[src/pie_pkg.sv]
// shared constants and types for the peak interval estimator
package pie_pkg;

   localparam int unsigned SAMPLE_W    = 24;
   localparam int unsigned MAX_SAMPLES = 65536;
   localparam int unsigned SEEN_W      = 17;
   localparam int unsigned IDX_W       = 16;
   localparam int unsigned CNT_W       = 17;
   localparam int unsigned FRAC_W      = 8;
   localparam int unsigned QUO_W       = IDX_W + FRAC_W;
   localparam int unsigned MEAN_W      = 25;
   localparam int unsigned WIN_SPAN    = 5;
   localparam int unsigned WIN_DEPTH   = WIN_SPAN - 1;
   localparam int unsigned KOFF_W      = 3;
   localparam int unsigned DIV_STEP_W  = $clog2(QUO_W);
   localparam int unsigned QUEUE_DEPTH = 2;
   localparam int unsigned QUEUE_PTR_W = $clog2(QUEUE_DEPTH);

   localparam logic [SEEN_W-1:0] SEEN_MAX = SEEN_W'(MAX_SAMPLES);
   localparam logic [CNT_W-1:0]  CNT_MAX  = '1;

   typedef logic [WIN_SPAN-1:0][SAMPLE_W-1:0] window_type;

   // one finished sequence handed from the front to the divider
   typedef struct packed {
      logic [IDX_W-1:0]  span;
      logic [CNT_W-1:0]  peaks;
      logic [SEEN_W-1:0] seen;
   } job_type;

   typedef enum logic [1:0] {
      BACK_IDLE,
      BACK_DIV,
      BACK_DONE
   } back_state_type;

endpackage

[src/pie_ifs.sv]
// request and response channel interfaces
interface pie_req_if import pie_pkg::*; ();
   logic                valid;
   logic                ready;
   logic [SAMPLE_W-1:0] sample;
   logic                is_last;

   modport source (output valid, output sample, output is_last, input ready);
   modport sink   (input valid, input sample, input is_last, output ready);
endinterface

interface pie_rsp_if import pie_pkg::*; ();
   logic              valid;
   logic              ready;
   logic [MEAN_W-1:0] mean_interval;
   logic [CNT_W-1:0]  peak_total;
   logic              too_few_peaks;

   modport source (output valid, output mean_interval, output peak_total,
                   output too_few_peaks, input ready);
   modport sink   (input valid, input mean_interval, input peak_total,
                   input too_few_peaks, output ready);
endinterface

[src/pie_front.sv]
// sample window, peak detection and per-sequence bookkeeping
module pie_front import pie_pkg::*; (
   input  logic    clock,
   input  logic    reset,
   pie_req_if.sink req_bus,
   output logic    push_valid,
   output job_type push_job,
   input  logic    push_ready
);

   logic [WIN_DEPTH-1:0][SAMPLE_W-1:0] win_ff, win_in;
   logic [SEEN_W-1:0] seen_ff, seen_in;
   logic [IDX_W-1:0]  first_ff, first_in;
   logic [IDX_W-1:0]  last_ff, last_in;
   logic [CNT_W-1:0]  count_ff, count_in;

   logic              txn;
   logic              take;
   logic              seq_end;
   logic              have_any;
   window_type        w;
   logic [IDX_W-1:0]  n_eff;
   logic [WIN_SPAN-1:0] pos_ok;
   logic              peak2, peak1, peak0, hit;
   logic [KOFF_W-1:0] koff;
   logic [IDX_W-1:0]  peak_idx;
   logic [IDX_W-1:0]  first_new, last_new;
   logic [CNT_W-1:0]  count_new;
   logic [SEEN_W-1:0] seen_new;

   // candidate at window offset kc beats every present neighbor within two
   function automatic logic peak_at(window_type win, logic [WIN_SPAN-1:0] ok,
                                    logic [KOFF_W-1:0] kc);
      logic found;
      found = ok[kc];
      for (int k = 0; k < WIN_SPAN; k++) begin
         if ((k != int'(kc)) && (k + 2 >= int'(kc)) && (k <= int'(kc) + 2) &&
             ok[k] && !(win[kc] > win[k])) begin
            found = 1'b0;
         end
      end
      return found;
   endfunction

   assign req_bus.ready = push_ready;
   assign txn     = req_bus.valid && req_bus.ready;
   assign take    = txn && (seen_ff < SEEN_MAX);
   assign seq_end = txn && req_bus.is_last;

   always_comb begin
      // newest first; a dropped sample leaves the stored window in place
      if (take) begin
         w[0] = req_bus.sample;
         for (int k = 0; k < WIN_DEPTH; k++) begin
            w[k+1] = win_ff[k];
         end
         n_eff = seen_ff[IDX_W-1:0];
      end else begin
         for (int k = 0; k < WIN_DEPTH; k++) begin
            w[k] = win_ff[k];
         end
         w[WIN_DEPTH] = '0;
         n_eff = IDX_W'(seen_ff - SEEN_W'(1));
      end
      have_any = take || (seen_ff != '0);
      for (int k = 0; k < WIN_SPAN; k++) begin
         pos_ok[k] = have_any && (n_eff >= IDX_W'(k));
      end

      // peaks sit at least three apart, so at most one of these fires
      peak2 = take    && peak_at(w, pos_ok, KOFF_W'(2));
      peak1 = seq_end && peak_at(w, pos_ok, KOFF_W'(1));
      peak0 = seq_end && peak_at(w, pos_ok, KOFF_W'(0));
      hit   = peak2 || peak1 || peak0;
      priority if (peak2) begin
         koff = KOFF_W'(2);
      end else if (peak1) begin
         koff = KOFF_W'(1);
      end else begin
         koff = KOFF_W'(0);
      end
      peak_idx = n_eff - IDX_W'(koff);

      first_new = first_ff;
      last_new  = last_ff;
      count_new = count_ff;
      if (hit) begin
         if (count_ff == '0) begin
            first_new = peak_idx;
         end
         last_new = peak_idx;
         if (count_ff != CNT_MAX) begin
            count_new = count_ff + CNT_W'(1);
         end
      end
      seen_new = take ? seen_ff + SEEN_W'(1) : seen_ff;

      push_valid     = seq_end;
      push_job.span  = last_new - first_new;
      push_job.peaks = count_new;
      push_job.seen  = seen_new;

      win_in = win_ff;
      if (take) begin
         win_in[0] = req_bus.sample;
         for (int k = 1; k < WIN_DEPTH; k++) begin
            win_in[k] = win_ff[k-1];
         end
      end

      if (seq_end) begin
         seen_in  = '0;
         first_in = '0;
         last_in  = '0;
         count_in = '0;
      end else begin
         seen_in  = seen_new;
         first_in = first_new;
         last_in  = last_new;
         count_in = count_new;
      end
   end

   always_ff @(posedge clock) begin
      win_ff <= win_in;
      if (reset) begin
         seen_ff  <= '0;
         first_ff <= '0;
         last_ff  <= '0;
         count_ff <= '0;
      end else begin
         seen_ff  <= seen_in;
         first_ff <= first_in;
         last_ff  <= last_in;
         count_ff <= count_in;
      end
   end

endmodule

[src/pie_job_queue.sv]
// two-entry queue of finished sequences between front and divider
module pie_job_queue import pie_pkg::*; (
   input  logic    clock,
   input  logic    reset,
   input  logic    push_valid,
   input  job_type push_job,
   output logic    push_ready,
   output logic    pop_valid,
   output job_type pop_job,
   input  logic    pop_ready
);

   job_type                entry_ff [QUEUE_DEPTH];
   logic [QUEUE_PTR_W-1:0] wr_ptr_ff, wr_ptr_in;
   logic [QUEUE_PTR_W-1:0] rd_ptr_ff, rd_ptr_in;
   logic [QUEUE_PTR_W:0]   fill_ff, fill_in;
   logic                   do_push, do_pop;

   assign push_ready = (fill_ff != (QUEUE_PTR_W+1)'(QUEUE_DEPTH));
   assign pop_valid  = (fill_ff != '0);
   assign pop_job    = entry_ff[rd_ptr_ff];
   assign do_push    = push_valid && push_ready;
   assign do_pop     = pop_valid && pop_ready;

   always_comb begin
      wr_ptr_in = do_push ? wr_ptr_ff + QUEUE_PTR_W'(1) : wr_ptr_ff;
      rd_ptr_in = do_pop  ? rd_ptr_ff + QUEUE_PTR_W'(1) : rd_ptr_ff;
      fill_in   = fill_ff;
      if (do_push && !do_pop) begin
         fill_in = fill_ff + (QUEUE_PTR_W+1)'(1);
      end else if (do_pop && !do_push) begin
         fill_in = fill_ff - (QUEUE_PTR_W+1)'(1);
      end
   end

   always_ff @(posedge clock) begin
      if (do_push) begin
         entry_ff[wr_ptr_ff] <= push_job;
      end
      if (reset) begin
         wr_ptr_ff <= '0;
         rd_ptr_ff <= '0;
         fill_ff   <= '0;
      end else begin
         wr_ptr_ff <= wr_ptr_in;
         rd_ptr_ff <= rd_ptr_in;
         fill_ff   <= fill_in;
      end
   end

endmodule

[src/pie_back.sv]
// radix-2 divider for the mean spacing and the response register
module pie_back import pie_pkg::*; (
   input  logic      clock,
   input  logic      reset,
   input  logic      pop_valid,
   input  job_type   pop_job,
   output logic      pop_ready,
   pie_rsp_if.source rsp_bus
);

   back_state_type          state_ff, state_in;
   logic [CNT_W-1:0]        rem_ff, rem_in;
   logic [QUO_W-1:0]        quo_ff, quo_in;
   logic [CNT_W-1:0]        div_ff, div_in;
   logic [DIV_STEP_W-1:0]   step_ff, step_in;
   logic [MEAN_W-1:0]       mean_ff, mean_in;
   logic [CNT_W-1:0]        peaks_ff, peaks_in;
   logic                    few_ff, few_in;
   logic [CNT_W:0]          trial;

   assign rsp_bus.valid         = (state_ff == BACK_DONE);
   assign rsp_bus.mean_interval = mean_ff;
   assign rsp_bus.peak_total    = peaks_ff;
   assign rsp_bus.too_few_peaks = few_ff;

   always_comb begin
      state_in  = state_ff;
      rem_in    = rem_ff;
      quo_in    = quo_ff;
      div_in    = div_ff;
      step_in   = step_ff;
      mean_in   = mean_ff;
      peaks_in  = peaks_ff;
      few_in    = few_ff;
      pop_ready = 1'b0;
      trial     = {rem_ff, quo_ff[QUO_W-1]} - {1'b0, div_ff};

      unique case (state_ff)
         BACK_IDLE: begin
            pop_ready = 1'b1;
            if (pop_valid) begin
               peaks_in = pop_job.peaks;
               if (pop_job.peaks <= CNT_W'(1)) begin
                  // no spacing to average: report the sample count
                  mean_in  = {pop_job.seen, FRAC_W'(0)};
                  few_in   = 1'b1;
                  state_in = BACK_DONE;
               end else begin
                  rem_in   = '0;
                  quo_in   = {pop_job.span, FRAC_W'(0)};
                  div_in   = pop_job.peaks - CNT_W'(1);
                  step_in  = '0;
                  few_in   = 1'b0;
                  state_in = BACK_DIV;
               end
            end
         end
         BACK_DIV: begin
            if (!trial[CNT_W]) begin
               rem_in = trial[CNT_W-1:0];
               quo_in = {quo_ff[QUO_W-2:0], 1'b1};
            end else begin
               rem_in = {rem_ff[CNT_W-2:0], quo_ff[QUO_W-1]};
               quo_in = {quo_ff[QUO_W-2:0], 1'b0};
            end
            step_in = step_ff + DIV_STEP_W'(1);
            if (step_ff == DIV_STEP_W'(QUO_W - 1)) begin
               mean_in  = MEAN_W'(quo_in);
               state_in = BACK_DONE;
            end
         end
         BACK_DONE: begin
            if (rsp_bus.ready) begin
               state_in = BACK_IDLE;
            end
         end
         default: begin
            state_in = BACK_IDLE;
         end
      endcase
   end

   always_ff @(posedge clock) begin
      if (reset) begin
         state_ff <= BACK_IDLE;
      end else begin
         state_ff <= state_in;
      end
   end

   always_ff @(posedge clock) begin
      rem_ff   <= rem_in;
      quo_ff   <= quo_in;
      div_ff   <= div_in;
      step_ff  <= step_in;
      mean_ff  <= mean_in;
      peaks_ff <= peaks_in;
      few_ff   <= few_in;
   end

endmodule

[src/peak_interval_estimator.sv]
// top level of the peak interval estimator
// throughput: one sample transaction per cycle while the job queue has room
// a sequence with at most one peak is answered straight from the queue; otherwise the
//   response waits for the 24-step radix-2 divider in the back end
// a queue of two finished sequences lets short sequences stream behind a busy divider
// reset: synchronous, active high; clears counts, queue and divider state, no clearing pass
module peak_interval_estimator import pie_pkg::*; (
   input  logic      clock,
   input  logic      reset,
   pie_req_if.sink   req_bus,
   pie_rsp_if.source rsp_bus
);

   // front to queue
   logic    push_valid;
   logic    push_ready;
   job_type push_job;

   // queue to divider
   logic    pop_valid;
   logic    pop_ready;
   job_type pop_job;

   // front end: sliding window of the four previous samples, peak test two
   // samples behind the input, trailing positions resolved on the last sample
   pie_front u_front (
      .clock      (clock),
      .reset      (reset),
      .req_bus    (req_bus),
      .push_valid (push_valid),
      .push_job   (push_job),
      .push_ready (push_ready)
   );

   // finished sequences wait here while the divider works
   pie_job_queue u_queue (
      .clock      (clock),
      .reset      (reset),
      .push_valid (push_valid),
      .push_job   (push_job),
      .push_ready (push_ready),
      .pop_valid  (pop_valid),
      .pop_job    (pop_job),
      .pop_ready  (pop_ready)
   );

   // back end: span scaled to Q.8 divided by peak count minus one, one
   // quotient bit per cycle, result held until the response is taken
   pie_back u_back (
      .clock     (clock),
      .reset     (reset),
      .pop_valid (pop_valid),
      .pop_job   (pop_job),
      .pop_ready (pop_ready),
      .rsp_bus   (rsp_bus)
   );

endmodule

[src/flat_wrapper.sv]
// flat-port wrapper written by rule: the top's interface ports become plain ports
module peak_interval_estimator_flat import pie_pkg::*;
  (clock, reset, req_bus_valid, req_bus_sample, req_bus_is_last, req_bus_ready, rsp_bus_valid, rsp_bus_mean_interval, rsp_bus_peak_total, rsp_bus_too_few_peaks, rsp_bus_ready);
  pie_req_if req_bus_i ();
  pie_rsp_if rsp_bus_i ();
  input  logic clock;
  input  logic reset;
  input wire logic [$bits(req_bus_i.valid)-1:0] req_bus_valid;
  input wire logic [$bits(req_bus_i.sample)-1:0] req_bus_sample;
  input wire logic [$bits(req_bus_i.is_last)-1:0] req_bus_is_last;
  output wire logic [$bits(req_bus_i.ready)-1:0] req_bus_ready;
  output wire logic [$bits(rsp_bus_i.valid)-1:0] rsp_bus_valid;
  output wire logic [$bits(rsp_bus_i.mean_interval)-1:0] rsp_bus_mean_interval;
  output wire logic [$bits(rsp_bus_i.peak_total)-1:0] rsp_bus_peak_total;
  output wire logic [$bits(rsp_bus_i.too_few_peaks)-1:0] rsp_bus_too_few_peaks;
  input wire logic [$bits(rsp_bus_i.ready)-1:0] rsp_bus_ready;
  assign req_bus_i.valid = req_bus_valid;
  assign req_bus_i.sample = req_bus_sample;
  assign req_bus_i.is_last = req_bus_is_last;
  assign req_bus_ready = req_bus_i.ready;
  assign rsp_bus_valid = rsp_bus_i.valid;
  assign rsp_bus_mean_interval = rsp_bus_i.mean_interval;
  assign rsp_bus_peak_total = rsp_bus_i.peak_total;
  assign rsp_bus_too_few_peaks = rsp_bus_i.too_few_peaks;
  assign rsp_bus_i.ready = rsp_bus_ready;
  peak_interval_estimator u_core (.clock(clock), .reset(reset), .req_bus(req_bus_i), .rsp_bus(rsp_bus_i));
endmodule
[config.mk]
export PLATFORM = sky130hd
export DESIGN_NAME = peak_interval_estimator_flat
export DESIGN_NICKNAME = d
export VERILOG_FILES = /design/src/pie_pkg.sv /design/src/pie_ifs.sv /design/src/pie_front.sv /design/src/pie_job_queue.sv /design/src/pie_back.sv /design/src/peak_interval_estimator.sv /design/src/flat_wrapper.sv
export SDC_FILE = /design/constraint.sdc
export NUM_CORES = 1
export LEC_CHECK = 0
export ABC_AREA = 1
export BUFFER_PORTS_ARGS = -buffer_cell sky130_fd_sc_hd__buf_4
export CAP_MARGIN = 20
export CORE_MARGIN = 3
export CORE_UTILIZATION = 63
export DETAILED_ROUTE_END_ITERATION = 10
export PLACE_DENSITY = 0.81
export REMOVE_ABC_BUFFERS = 1
export SKIP_LAST_GASP = 1
export SLEW_MARGIN = 30
export SYNTH_ARGS = -nofsm -noshare
export SYNTH_HDL_FRONTEND = slang
export SYNTH_HIERARCHICAL = 1
export SYNTH_SLANG_ARGS = --single-unit
[constraint.sdc]
create_clock -name clock -period 13.9 [get_ports clock]
set_clock_uncertainty 0.15 [all_clocks]
set_input_delay 2.78 -clock clock [delete_from_list [all_inputs] [get_ports clock]]
set_output_delay 2.78 -clock clock [all_outputs]
set_load 0.005 [all_outputs]
==> results by group, run 1 <==
Synth
  • Post-synth top flop: edfxtp_1
  • Seq/Total Area, Yosys: 46.6%
  • Synth warn: 6
  • Distinct cells, synth: 51
  • Top cell type's share of synthesized area: 40.1%
  • Area contributors post-synth: edfxtp_1 (40%), ha_1 (10%), nand2_1 (10%)
  • Mapped Area: 0.0226 sq mm
  • Synth area leader: edfxtp_1
  • Post-synth EDFFs: 302
  • Top-count cell post-synth: nand2_1
  • Top post-synthesis cells by count: nand2_1 (600), inv_1 (337), edfxtp_1 (302)
  • Avg Inst Size Synth: 9.09 sq um
  • Mapped Cells: 2485
  • Fraction of registers with async set/reset: 0%
  • Seq cells post-synth: 375

Critical path
  • Slowest cell delay on critical path: 0.59 ns
  • CP delay by family, top: compound AO/OA/AOI/OAI gates
  • Critical path startpoint category: primary input
  • WP data arrival: 10.14 ns
  • Maximum fanout along the worst path: 77
  • Most used cell along the critical path: nand2_1
  • Setup CP Type: primary input to register
  • CP required: 14.13 ns
  • CP endpoint kind: register
  • Slowest CP cell: buf_4
  • WP buf/inv: 7

Detailed routing
  • Via Count: 17000
  • WL/cell: 17.1 um
  • Total Wirelength: 51800 um
  • Drt drc: 0
  • 1st-iter DRT viols: 1420
  • Vias per inst: 5.61
  • Routed Antenna Nets: 0
  • DRT Pass-1 Iters: 6

Timing
  • Final Hold Vio Count: 0
  • Final setup vio count: 0
  • Crit share post-route: 71.3%
  • Final Slew Violations: 0
  • Normalized max-slew margin: 34.3%
  • RSZ-0062 raised after global routing: no
  • Worst slew pin tran: 0.985 ns
  • Time the worst path needs with I/O delays and setup: 9.91 ns
  • Peak Freq: 0.101 GHz
  • TNS Setup: 0 ns

Final layout
  • Share of layout cells above drive strength 1: 12.2%
  • Antenna diodes: 0
  • Final Instance Area: 0.0248 sq mm
  • Final #Nets: 2772
  • Layout area overhead: 9.91%
  • Post-Layout Cell Count: 3040

Placement
  • Hpwl dp: 37700 um
  • Post-DP Area: 0.0235 sq mm
  • Port-buffer cells: 73
  • Final RePlAce weighted congestion: 0.985
  • Cells after DPL: 2966

Clock tree
  • Resize count post-CTS: 0
  • Clock slew at reported path FFs: 0.06 ns
  • Hold buffer count at CTS: 0
  • Post-CTS Setup Inserts: 0
  • Clk buf depth: 3
  • CTS Buf Count: 40
  • Clk sinks: 375
  • CTS tree: built
  • Root Buffer: clkbuf_16
  • H-tree levels: 2
  • Clk Latency, worst-skew pair: 0.56 ns

Power
  • Total power: 6.01 mW
  • Flop pwr share: 31.2%
  • Logic pwr share: 50.4%
  • Internal cell power: 3.49 mW
  • VDD IR max: 0.000212 V
  • Clock power frac: 18.4%
  • Net Sw Frac: 41.9%
  • PwrDens: 242 mW/mm^2
  • P_sw: 2.52 mW
  • Leakage: 11.3 nW

GRT
  • Global-route wire length before repair: 84800 um
  • Initial antenna violation count: 0
  • Total gr overflow: 0
  • Vias in the first global route: 16800
  • Pin count of the biggest net entering global routing: 83
  • GRT Util Overall: 27.2%

Floorplan
  • Initial Util: 64.6%
  • Num rows: 68
  • Die height: 195 um
  • Die Area: 0.0382 sq mm
  • Die Span X: 195 um
  • Ports: 74
  • Core box area: 0.0350 sq mm

Job
  • Maxcap violations: 0

Worst hold path
  • Hold Path Class: register to register

Run status
  • Status: finished clean
## path summary, 6_finish.rpt
check                                               start                        endpoint  slack [ns]  depth (start not counted)
worst min-delay path            u_core/u_front/win_ff[17]       u_core/u_front/win_ff[41]        0.30                          0
worst max-delay path                        req_bus_valid  u_core/u_queue/entry_ff[1][47]        3.99                         36
worst max register to register  u_core/u_queue/fill_ff[0]  u_core/u_queue/entry_ff[1][47]        5.48                         37
worst min register to register  u_core/u_front/win_ff[17]       u_core/u_front/win_ff[41]        0.30                          0
## metal layers
| layer | share of wire [%] | wire [um] | GRT usage (%) |
|---|---|---|---|
| met5 | 0 | 0 | 0 |
| met4 | 2.6 | 1360 | 7.76 |
| met3 | 5.8 | 3000 | 4.49 |
| met1 | 43 | 22500 | 36.4 |
| met2 | 48 | 25000 | 46.1 |
## sequential cells by signal, indices dropped and copies added, names as in the netlist, 5 cells and up, named ones only
signal	cells
u_core/u_back/div_ff	17
u_core/u_back/quo_ff	24
u_core/u_back/rem_ff	17
u_core/u_back/rsp_bus.mean_interval	25
u_core/u_back/rsp_bus.peak_total	17
u_core/u_back/step_ff	5
u_core/u_front/count_ff	17
u_core/u_front/first_ff	16
u_core/u_front/last_ff	16
u_core/u_front/seen_ff	17
u_core/u_front/win_ff	96
u_core/u_queue/entry_ff	100
## stage by stage
stage | setup WS (ns) | hold WS [ns] | utilization (%)
floorplan | 3.86 | 0.276 | -
global placement | 3.87 | 0.278 | 67.1
detailed placement | 3.66 | 0.285 | 67.1
CTS | 4.16 | 0.300 | 71.0
global route | 3.42 | 0.306 | 71.0
finish | 3.99 | 0.299 | 71.0
## placed cells by master (no fill, tap or decap), drive strengths merged, types with 11 or more instances in the layout
cell and instances:
xor2 65, nor4 11, dfxtp 73, xnor2 12, edfxtp 302, ha 187, nand3 100, a21oi 111
inv 347, o21ai 146, clkinv 15, nand2 620, buf 84, mux2 50, nand4 48, nor3 26
mux2i 23, nor2 240, or2 15, clkbuf 53
## final cells by class
class | count | area (sq um)
inverter | 347 | 1300
tap | 455 | 569
clock buffer | 53 | 1130
fill | 2602 | 10100
multi-input combinational | 1705 | 10400
clock inverter | 21 | 244
timing repair buffer | 84 | 631
sequential | 375 | 10500
## cell families after synthesis
family          share of synthesized area [%]
mux                                      4.34
simple gates                             21.0
compound gates                           6.99
flops                                    46.6
fa+ha+maj                                10.6
buf+inv                                  7.42
xor+xnor                                 2.99
## power groups by stage
stage | sequential [mW] | clock (mW) | combinational (mW)
after global placement | 1.88 | 0 | 2.87
after floorplan | 1.89 | 0 | 2.17
final | 1.88 | 1.11 | 3.03
after CTS | 1.88 | 1.13 | 3.01
after detailed placement | 1.89 | 0 | 2.96
after global routing | 1.90 | 1.17 | 3.39
(Power assumes the default switching activity.)
==> inputs of run 2 (changes only) <==
clock period = 9.9 ns   (was 13.9 ns; I/O delays follow)
==> run 2 against run 1 <==
Global-route usage decreased by 0.47 points. Clock power is 37% higher. Critical path depth is 2 lower. Via count is essentially flat. Utilization rose by 0.12 points. Non-clock buffer count rose by 5. Clock-buffer cell count up 3. Worst setup slack worse by 2.6 ns. Combinational power grew 42%. Largest power group unchanged.
==> results by group, run 2 (synthesized netlist as in run 1, its figures left out) <==
Timing
  • Final worst slack: 1.38 ns (was 3.99 ns)
  • Final setup vio count: 0 (unchanged)
  • Worst slew pin tran: 0.928 ns (was 0.985 ns)
  • Final Slew Violations: 0 (unchanged)
  • Normalized max-slew margin: 37.5% (was 34.3%)
  • RSZ-0062 raised after global routing: no (unchanged)
  • TNS Setup: 0 ns (unchanged)
  • Peak Freq: 0.117 GHz
  • Final Hold Vio Count: 0 (unchanged)
  • Crit share post-route: 86.0%
  • Time the worst path needs with I/O delays and setup: 8.52 ns

GRT
  • M3 GR Usage: 3.24% (was 4.49%)
  • Met1 usage in global routing: 36.4% (about the same)
  • Vias in the first global route: 16700 (was 16800)
  • Pin count of the biggest net entering global routing: 86 (was 83)
  • Global-route wire length before repair: 83400 um (was 84800 um)
  • Total gr overflow: 0 (unchanged)
  • GRT Util Overall: 26.7% (was 27.2%)
  • Initial antenna violation count: 0 (unchanged)
  • GR peak layer: met2 (unchanged)
  • GRT met2 Usage: 44.7% (was 46.1%)

Final layout
  • Largest Register: u_core/u_queue/entry_ff (unchanged)
  • Fill cells: 2629 (was 2602)
  • Core Util, Final: 71.1% (was 71.0%)
  • Leading cell type in the layout, fill and taps excluded: nand2_1 (unchanged)
  • Max reg flops: 100 (unchanged)
  • Post-Layout Cell Count: 3047 (was 3040)
  • Layout area overhead: 10.1% (was 9.91%)
  • Share of layout cells above drive strength 1: 12.2% (about the same)
  • Most frequent cells in the layout: nand2_1 (599), inv_1 (336), edfxtp_1 (302) (unchanged)
  • Antenna diodes: 0 (unchanged)
  • Final #Nets: 2778 (was 2772)

Critical path
  • CP required: 10.02 ns (was 14.13 ns)
  • RR Endpoint: u_core/u_queue/entry_ff[1][48] (was u_core/u_queue/entry_ff[1][47])
  • Most used cell along the critical path: o21ai_0 (was nand2_1)
  • WP data arrival: 8.64 ns (was 10.14 ns)
  • Slowest CP cell: nand3_4 (was buf_4)
  • Slowest cell delay on critical path: 0.47 ns (was 0.59 ns)
  • Maximum fanout along the worst path: 77 (unchanged)
  • CP endpoint kind: register (unchanged)
  • R2r setup slk: 2.07 ns (was 5.48 ns)
  • Cell count of the worst reg-to-reg path: 35 (was 37)
  • Worst r2r src: u_core/u_queue/fill_ff[0] (unchanged)
  • Setup CP Type: primary input to register (unchanged)
  • Critical path startpoint category: primary input (unchanged)

Detailed routing
  • Via Count: 17000 (about the same)
  • Total Wirelength: 51400 um (was 51800 um)
  • DRT Pass-1 Iters: 6 (unchanged)
  • Vias per inst: 5.59 (was 5.61)
  • Routed Antenna Nets: 0 (unchanged)
  • WL/cell: 16.9 um (was 17.1 um)
  • 1st-iter DRT viols: 1327 (was 1420)
  • Drt drc: 0 (unchanged)

Job
  • Maxcap violations: 0 (unchanged)

Floorplan
  • Die height: 195 um (unchanged)
  • Die Area: 0.0382 sq mm (unchanged)
  • Die Span X: 195 um (unchanged)
  • Num rows: 68 (unchanged)
  • Ports: 74 (unchanged)
  • Initial Util: 64.6% (unchanged)
  • Core box area: 0.0350 sq mm (unchanged)

Worst hold path
  • Hold path depth: 0 (unchanged)
  • Hold path start: u_core/u_front/win_ff[18] (was u_core/u_front/win_ff[17])
  • Hold EP: u_core/u_front/win_ff[42] (was u_core/u_front/win_ff[41])
  • Hold Path Class: register to register (unchanged)

Clock tree
  • Resize count post-CTS: 0 (unchanged)
  • Root Buffer: clkbuf_16 (unchanged)
  • Clock slew at reported path FFs: 0.06 ns (about the same)
  • H-tree levels: 2 (unchanged)
  • CTS Buf Count: 41 (was 40)
  • Clk Latency, worst-skew pair: 0.57 ns (was 0.56 ns)
  • Clk buf depth: 3 (unchanged)
  • CTS tree: built (unchanged)
  • Clk sinks: 375 (unchanged)
  • Hold buffer count at CTS: 0 (unchanged)
  • Post-CTS Setup Inserts: 0 (unchanged)

Run status
  • Status: finished clean (unchanged)

Placement
  • Cells after DPL: 2970 (was 2966)
  • Port-buffer cells: 73 (unchanged)
  • Final RePlAce weighted congestion: 0.946 (was 0.985)
  • DP Worst Slack: 0.978 ns (was 3.66 ns)
  • Hpwl dp: 37900 um (was 37700 um)

Power
  • Leakage: 11.4 nW (was 11.3 nW)
  • Total power: 8.43 mW (was 6.01 mW)
  • PwrDens: 339 mW/mm^2 (was 242 mW/mm^2)
  • VDD IR max: 0.000265 V (was 0.000212 V)
run 2: cell types whose count changed in the layout (fill, tap and decap cells not counted), sizes merged:
cell    delta
buf        +5
clkinv     +1
bufinv     -2
clkbuf     +3
run 2: how the worst max path moves through the flow:
stage	end	slack [ns]	from
2_1_floorplan	u_core/u_queue/entry_ff[0][47]	0.66	req_bus_valid
3_3_place_gp	u_core/u_queue/entry_ff[0][47]	1.16	req_bus_valid
3_5_place_dp	u_core/u_queue/entry_ff[0][48]	0.98	req_bus_valid
4_1_cts	u_core/u_queue/entry_ff[0][48]	1.52	req_bus_valid
5_1_grt	u_core/u_queue/entry_ff[0][47]	0.90	req_bus_valid
6_report	u_core/u_queue/entry_ff[1][48]	1.38	req_bus_valid
run 2: metal layers:
layer  wire, um  vias to the layer above
li1           -                     8411
met5          0                        -
met3       2830                       95
met4       1480                        0
met2      24200                      494
met1      22900                     8042
run 2: critical path: cells and delay by family:
family | cells | cell delay [ns]
AOI/OAI and AO/OA | 11 | 2.12
and+or+nand+nor | 11 | 1.93
adders and majority gates | 4 | 1.36
buffers and inverters | 6 | 0.86
xor gates and xnor gates | 2 | 0.38
run 2: cell type report:
class | count | area (sq um) | share of cell area [%]
tap | 455 | 569 | 2.29
clock inverter | 20 | 179 | 0.719
inverter | 347 | 1300 | 5.24
clock buffer | 56 | 1140 | 4.60
timing repair buffer | 89 | 726 | 2.92
multi-input combinational | 1705 | 10400 | 41.9
sequential | 375 | 10500 | 42.3
run 2: report_power, final:
part | leakage [nW] | switching, mW | total (mW) | internal (mW)
Combinational | 7.24 | 2.76 | 4.29 | 1.53
Clock | 0.651 | 0.625 | 1.52 | 0.890
Sequential | 3.47 | 0.178 | 2.63 | 2.45
run 2: per-stage QoR:
| step | instance area [sq um] | hold WS, ns |
|---|---|---|
| floorplan | 22200 | 0.276 |
| global placement | 23500 | 0.280 |
| detailed placement | 23500 | 0.282 |
| CTS | 24800 | 0.293 |
| global route | 24900 | 0.304 |
| finish | 24900 | 0.293 |
==> inputs of run 3 (changes only) <==
CORE_UTILIZATION = 65   (was 63)
CTS_BUF_LIST = sky130_fd_sc_hd__clkbuf_2 sky130_fd_sc_hd__clkbuf_4 sky130_fd_sc_hd__clkbuf_8   (was unset)
PLACE_DENSITY = 0.83   (was 0.81)
==> run 3 against run 2 <==
First-iteration DRC count decreased by 2.8%. Die area decreased by 3.0%. Power decreased by 1.1%. Routed wire length increased by 0.71%. Highest routed layer unchanged. Combinational power decreased by 1%. Largest power group unchanged.
==> results by group, run 3 (synthesized netlist as in run 1, its figures left out) <==
Placement
  • Final RePlAce weighted congestion: 0.974 (was 0.946)
  • Port-buffer cells: 73 (unchanged)
  • Post-DP Area: 0.0235 sq mm (about the same)
  • Hpwl dp: 38100 um (was 37900 um)
  • DP Worst Slack: 1.11 ns (was 0.978 ns)

Power
  • Leakage: 11.4 nW (about the same)
  • VDD IR max: 0.000191 V (was 0.000265 V)
  • PwrDens: 335 mW/mm^2 (was 339 mW/mm^2)

Final layout
  • Antenna diodes: 0 (unchanged)
  • Fill cells: 2492 (was 2629)
  • Leading cell type in the layout, fill and taps excluded: nand2_1 (unchanged)
  • Share of layout cells above drive strength 1: 14.0% (was 12.2%)
  • Final #Nets: 2803 (was 2778)
  • Layout area overhead: 10.2% (was 10.1%)
  • Final Instance Area: 0.0249 sq mm (about the same)
  • Max reg flops: 100 (unchanged)
  • Most frequent cells in the layout: nand2_1 (599), inv_1 (336), edfxtp_1 (302) (unchanged)
  • Largest Register: u_core/u_queue/entry_ff (unchanged)

Timing
  • Worst slew pin tran: 0.978 ns (was 0.928 ns)
  • Peak Freq: 0.118 GHz (was 0.117 GHz)
  • Crit share post-route: 85.7% (was 86.0%)
  • Time the worst path needs with I/O delays and setup: 8.48 ns (was 8.52 ns)
  • Final Hold Vio Count: 0 (unchanged)
  • RSZ-0062 raised after global routing: no (unchanged)
  • Final setup vio count: 0 (unchanged)
  • Final Slew Violations: 0 (unchanged)
  • TNS Setup: 0 ns (unchanged)
  • Final worst slack: 1.42 ns (was 1.38 ns)
  • Normalized max-slew margin: 34.8% (was 37.5%)

Critical path
  • CP endpoint kind: register (unchanged)
  • Maximum fanout along the worst path: 57 (was 77)
  • Most used cell along the critical path: nand2_1 (was o21ai_0)
  • Worst r2r src: u_core/u_queue/fill_ff[0] (unchanged)
  • Critical path startpoint category: primary input (unchanged)
  • Critical Path Source: req_bus_valid (unchanged)
  • CP Capture Point: u_core/u_queue/entry_ff[0][47] (was u_core/u_queue/entry_ff[1][48])
  • Setup CP Type: primary input to register (unchanged)
  • Cell count of the worst reg-to-reg path: 36 (was 35)
  • RR Endpoint: u_core/u_queue/entry_ff[0][47] (was u_core/u_queue/entry_ff[1][48])
  • WP buf/inv: 5 (was 6)
  • Slowest CP cell: o21ai_0 (was nand3_4)
  • CP Depth: 35 (was 34)
  • CP delay by family, top: simple AND/OR/NAND/NOR gates (was compound AO/OA/AOI/OAI gates)
  • R2r setup slk: 1.96 ns (was 2.07 ns)
  • Slowest cell delay on critical path: 0.57 ns (was 0.47 ns)
  • WP data arrival: 8.83 ns (was 8.64 ns)
  • CP required: 10.24 ns (was 10.02 ns)

Detailed routing
  • Vias per inst: 5.59 (about the same)
  • WL/cell: 16.8 um (was 16.9 um)
  • DRT Pass-1 Iters: 6 (unchanged)
  • Via Count: 17200 (was 17000)
  • Drt drc: 0 (unchanged)
  • 1st-iter DRT viols: 1290 (was 1327)
  • Routed Antenna Nets: 0 (unchanged)
  • Total Wirelength: 51800 um (was 51400 um)

GRT
  • Total gr overflow: 0 (unchanged)
  • Vias in the first global route: 16800 (was 16700)
  • GRT Util Overall: 27.8% (was 26.7%)
  • Global-route wire length before repair: 82400 um (was 83400 um)
  • Initial antenna violation count: 0 (unchanged)
  • Pin count of the biggest net entering global routing: 60 (was 86)

Clock tree
  • Hold buffer count at CTS: 0 (unchanged)
  • CTS Buf Count: 61 (was 41)
  • Resize count post-CTS: 0 (unchanged)
  • H-tree levels: 2 (unchanged)
  • CTS tree: built (unchanged)
  • Clk buf depth: 3 (unchanged)
  • Clock slew at reported path FFs: 0.07 ns (was 0.06 ns)
  • Clk Latency, worst-skew pair: 0.66 ns (was 0.57 ns)
  • Post-CTS Setup Inserts: 0 (unchanged)
  • Root Buffer: clkbuf_8 (was clkbuf_16)
  • Clk sinks: 375 (unchanged)

Floorplan
  • Die Area: 0.0370 sq mm (was 0.0382 sq mm)
  • Core box area: 0.0339 sq mm (was 0.0350 sq mm)
  • Die height: 192 um (was 195 um)
  • Ports: 74 (unchanged)
  • Die Span X: 192 um (was 195 um)
  • Num rows: 67 (was 68)
  • Initial Util: 66.7% (was 64.6%)

Job
  • Maxcap violations: 0 (unchanged)

Worst hold path
  • Hold Path Class: register to register (unchanged)

Run status
  • Status: finished clean (unchanged)
-- run 3: metal layers --
layer  share of wire [%]  vias to the layer above  wire length, um  GRT usage (%)
met4                 3.2                        0             1650           11.1
met3                 6.5                      114             3370           4.36
met1                  43                     8094            22000           36.2
met5                   0                        -                0              0
met2                  48                      549            24700           46.9
li1                    -                     8476                -              -
-- run 3: layout make-up --
class | instances | area, sq um | area share (%)
flip-flops and latches | 375 | 10500 | 42.3
multi-input cells | 1705 | 10400 | 41.9
inverters | 347 | 1300 | 5.24
clock buffers | 96 | 1180 | 4.75
repair buffers | 94 | 718 | 2.88
well taps | 448 | 561 | 2.25
clock inverters | 19 | 179 | 0.719
-- run 3: power by group --
| part | internal (mW) | switching (mW) | total, mW |
|---|---|---|---|
| Clock | 0.838 | 0.632 | 1.47 |
| Sequential | 2.45 | 0.186 | 2.64 |
| Combinational | 1.52 | 2.71 | 4.24 |
-- run 3: how the worst min path moves through the flow --
stage	startpoint	to	slack, ns	cells after the start
global route	u_core/u_front/win_ff[17]	u_core/u_front/win_ff[41]	0.31	0
detailed placement	u_core/u_front/win_ff[39]	u_core/u_front/win_ff[63]	0.28	0
global placement	u_core/u_front/win_ff[10]	u_core/u_front/win_ff[34]	0.28	0
floorplan	u_core/u_front/win_ff[0]	u_core/u_front/win_ff[24]	0.28	0
finish	u_core/u_front/win_ff[22]	u_core/u_front/win_ff[46]	0.28	0
CTS	u_core/u_front/win_ff[22]	u_core/u_front/win_ff[46]	0.30	0
-- run 3: worst register-to-register path, delay by kind of cell (launching register included) --
kind / cells / cell delay [ns]
AO/OA/AOI/OAI: 8 / 2.07
XOR/XNOR: 2 / 0.39
adder cells (fa/ha/maj): 4 / 1.33
buffers and inverters: 5 / 0.41
flip-flops: 1 / 0.33
AND/OR/NAND/NOR: 17 / 3.11
-- run 3: metrics by stage --
step	total power, mW	utilization [%]	std cells	hold slack (ns)
finish	8.34	73.5	3084	0.283
global route	8.98	73.5	3084	0.308
CTS	8.34	73.5	3084	0.297
detailed placement	6.81	69.5	2969	0.284
global placement	6.66	69.5	2969	0.280
floorplan	5.70	-	2427	0.276
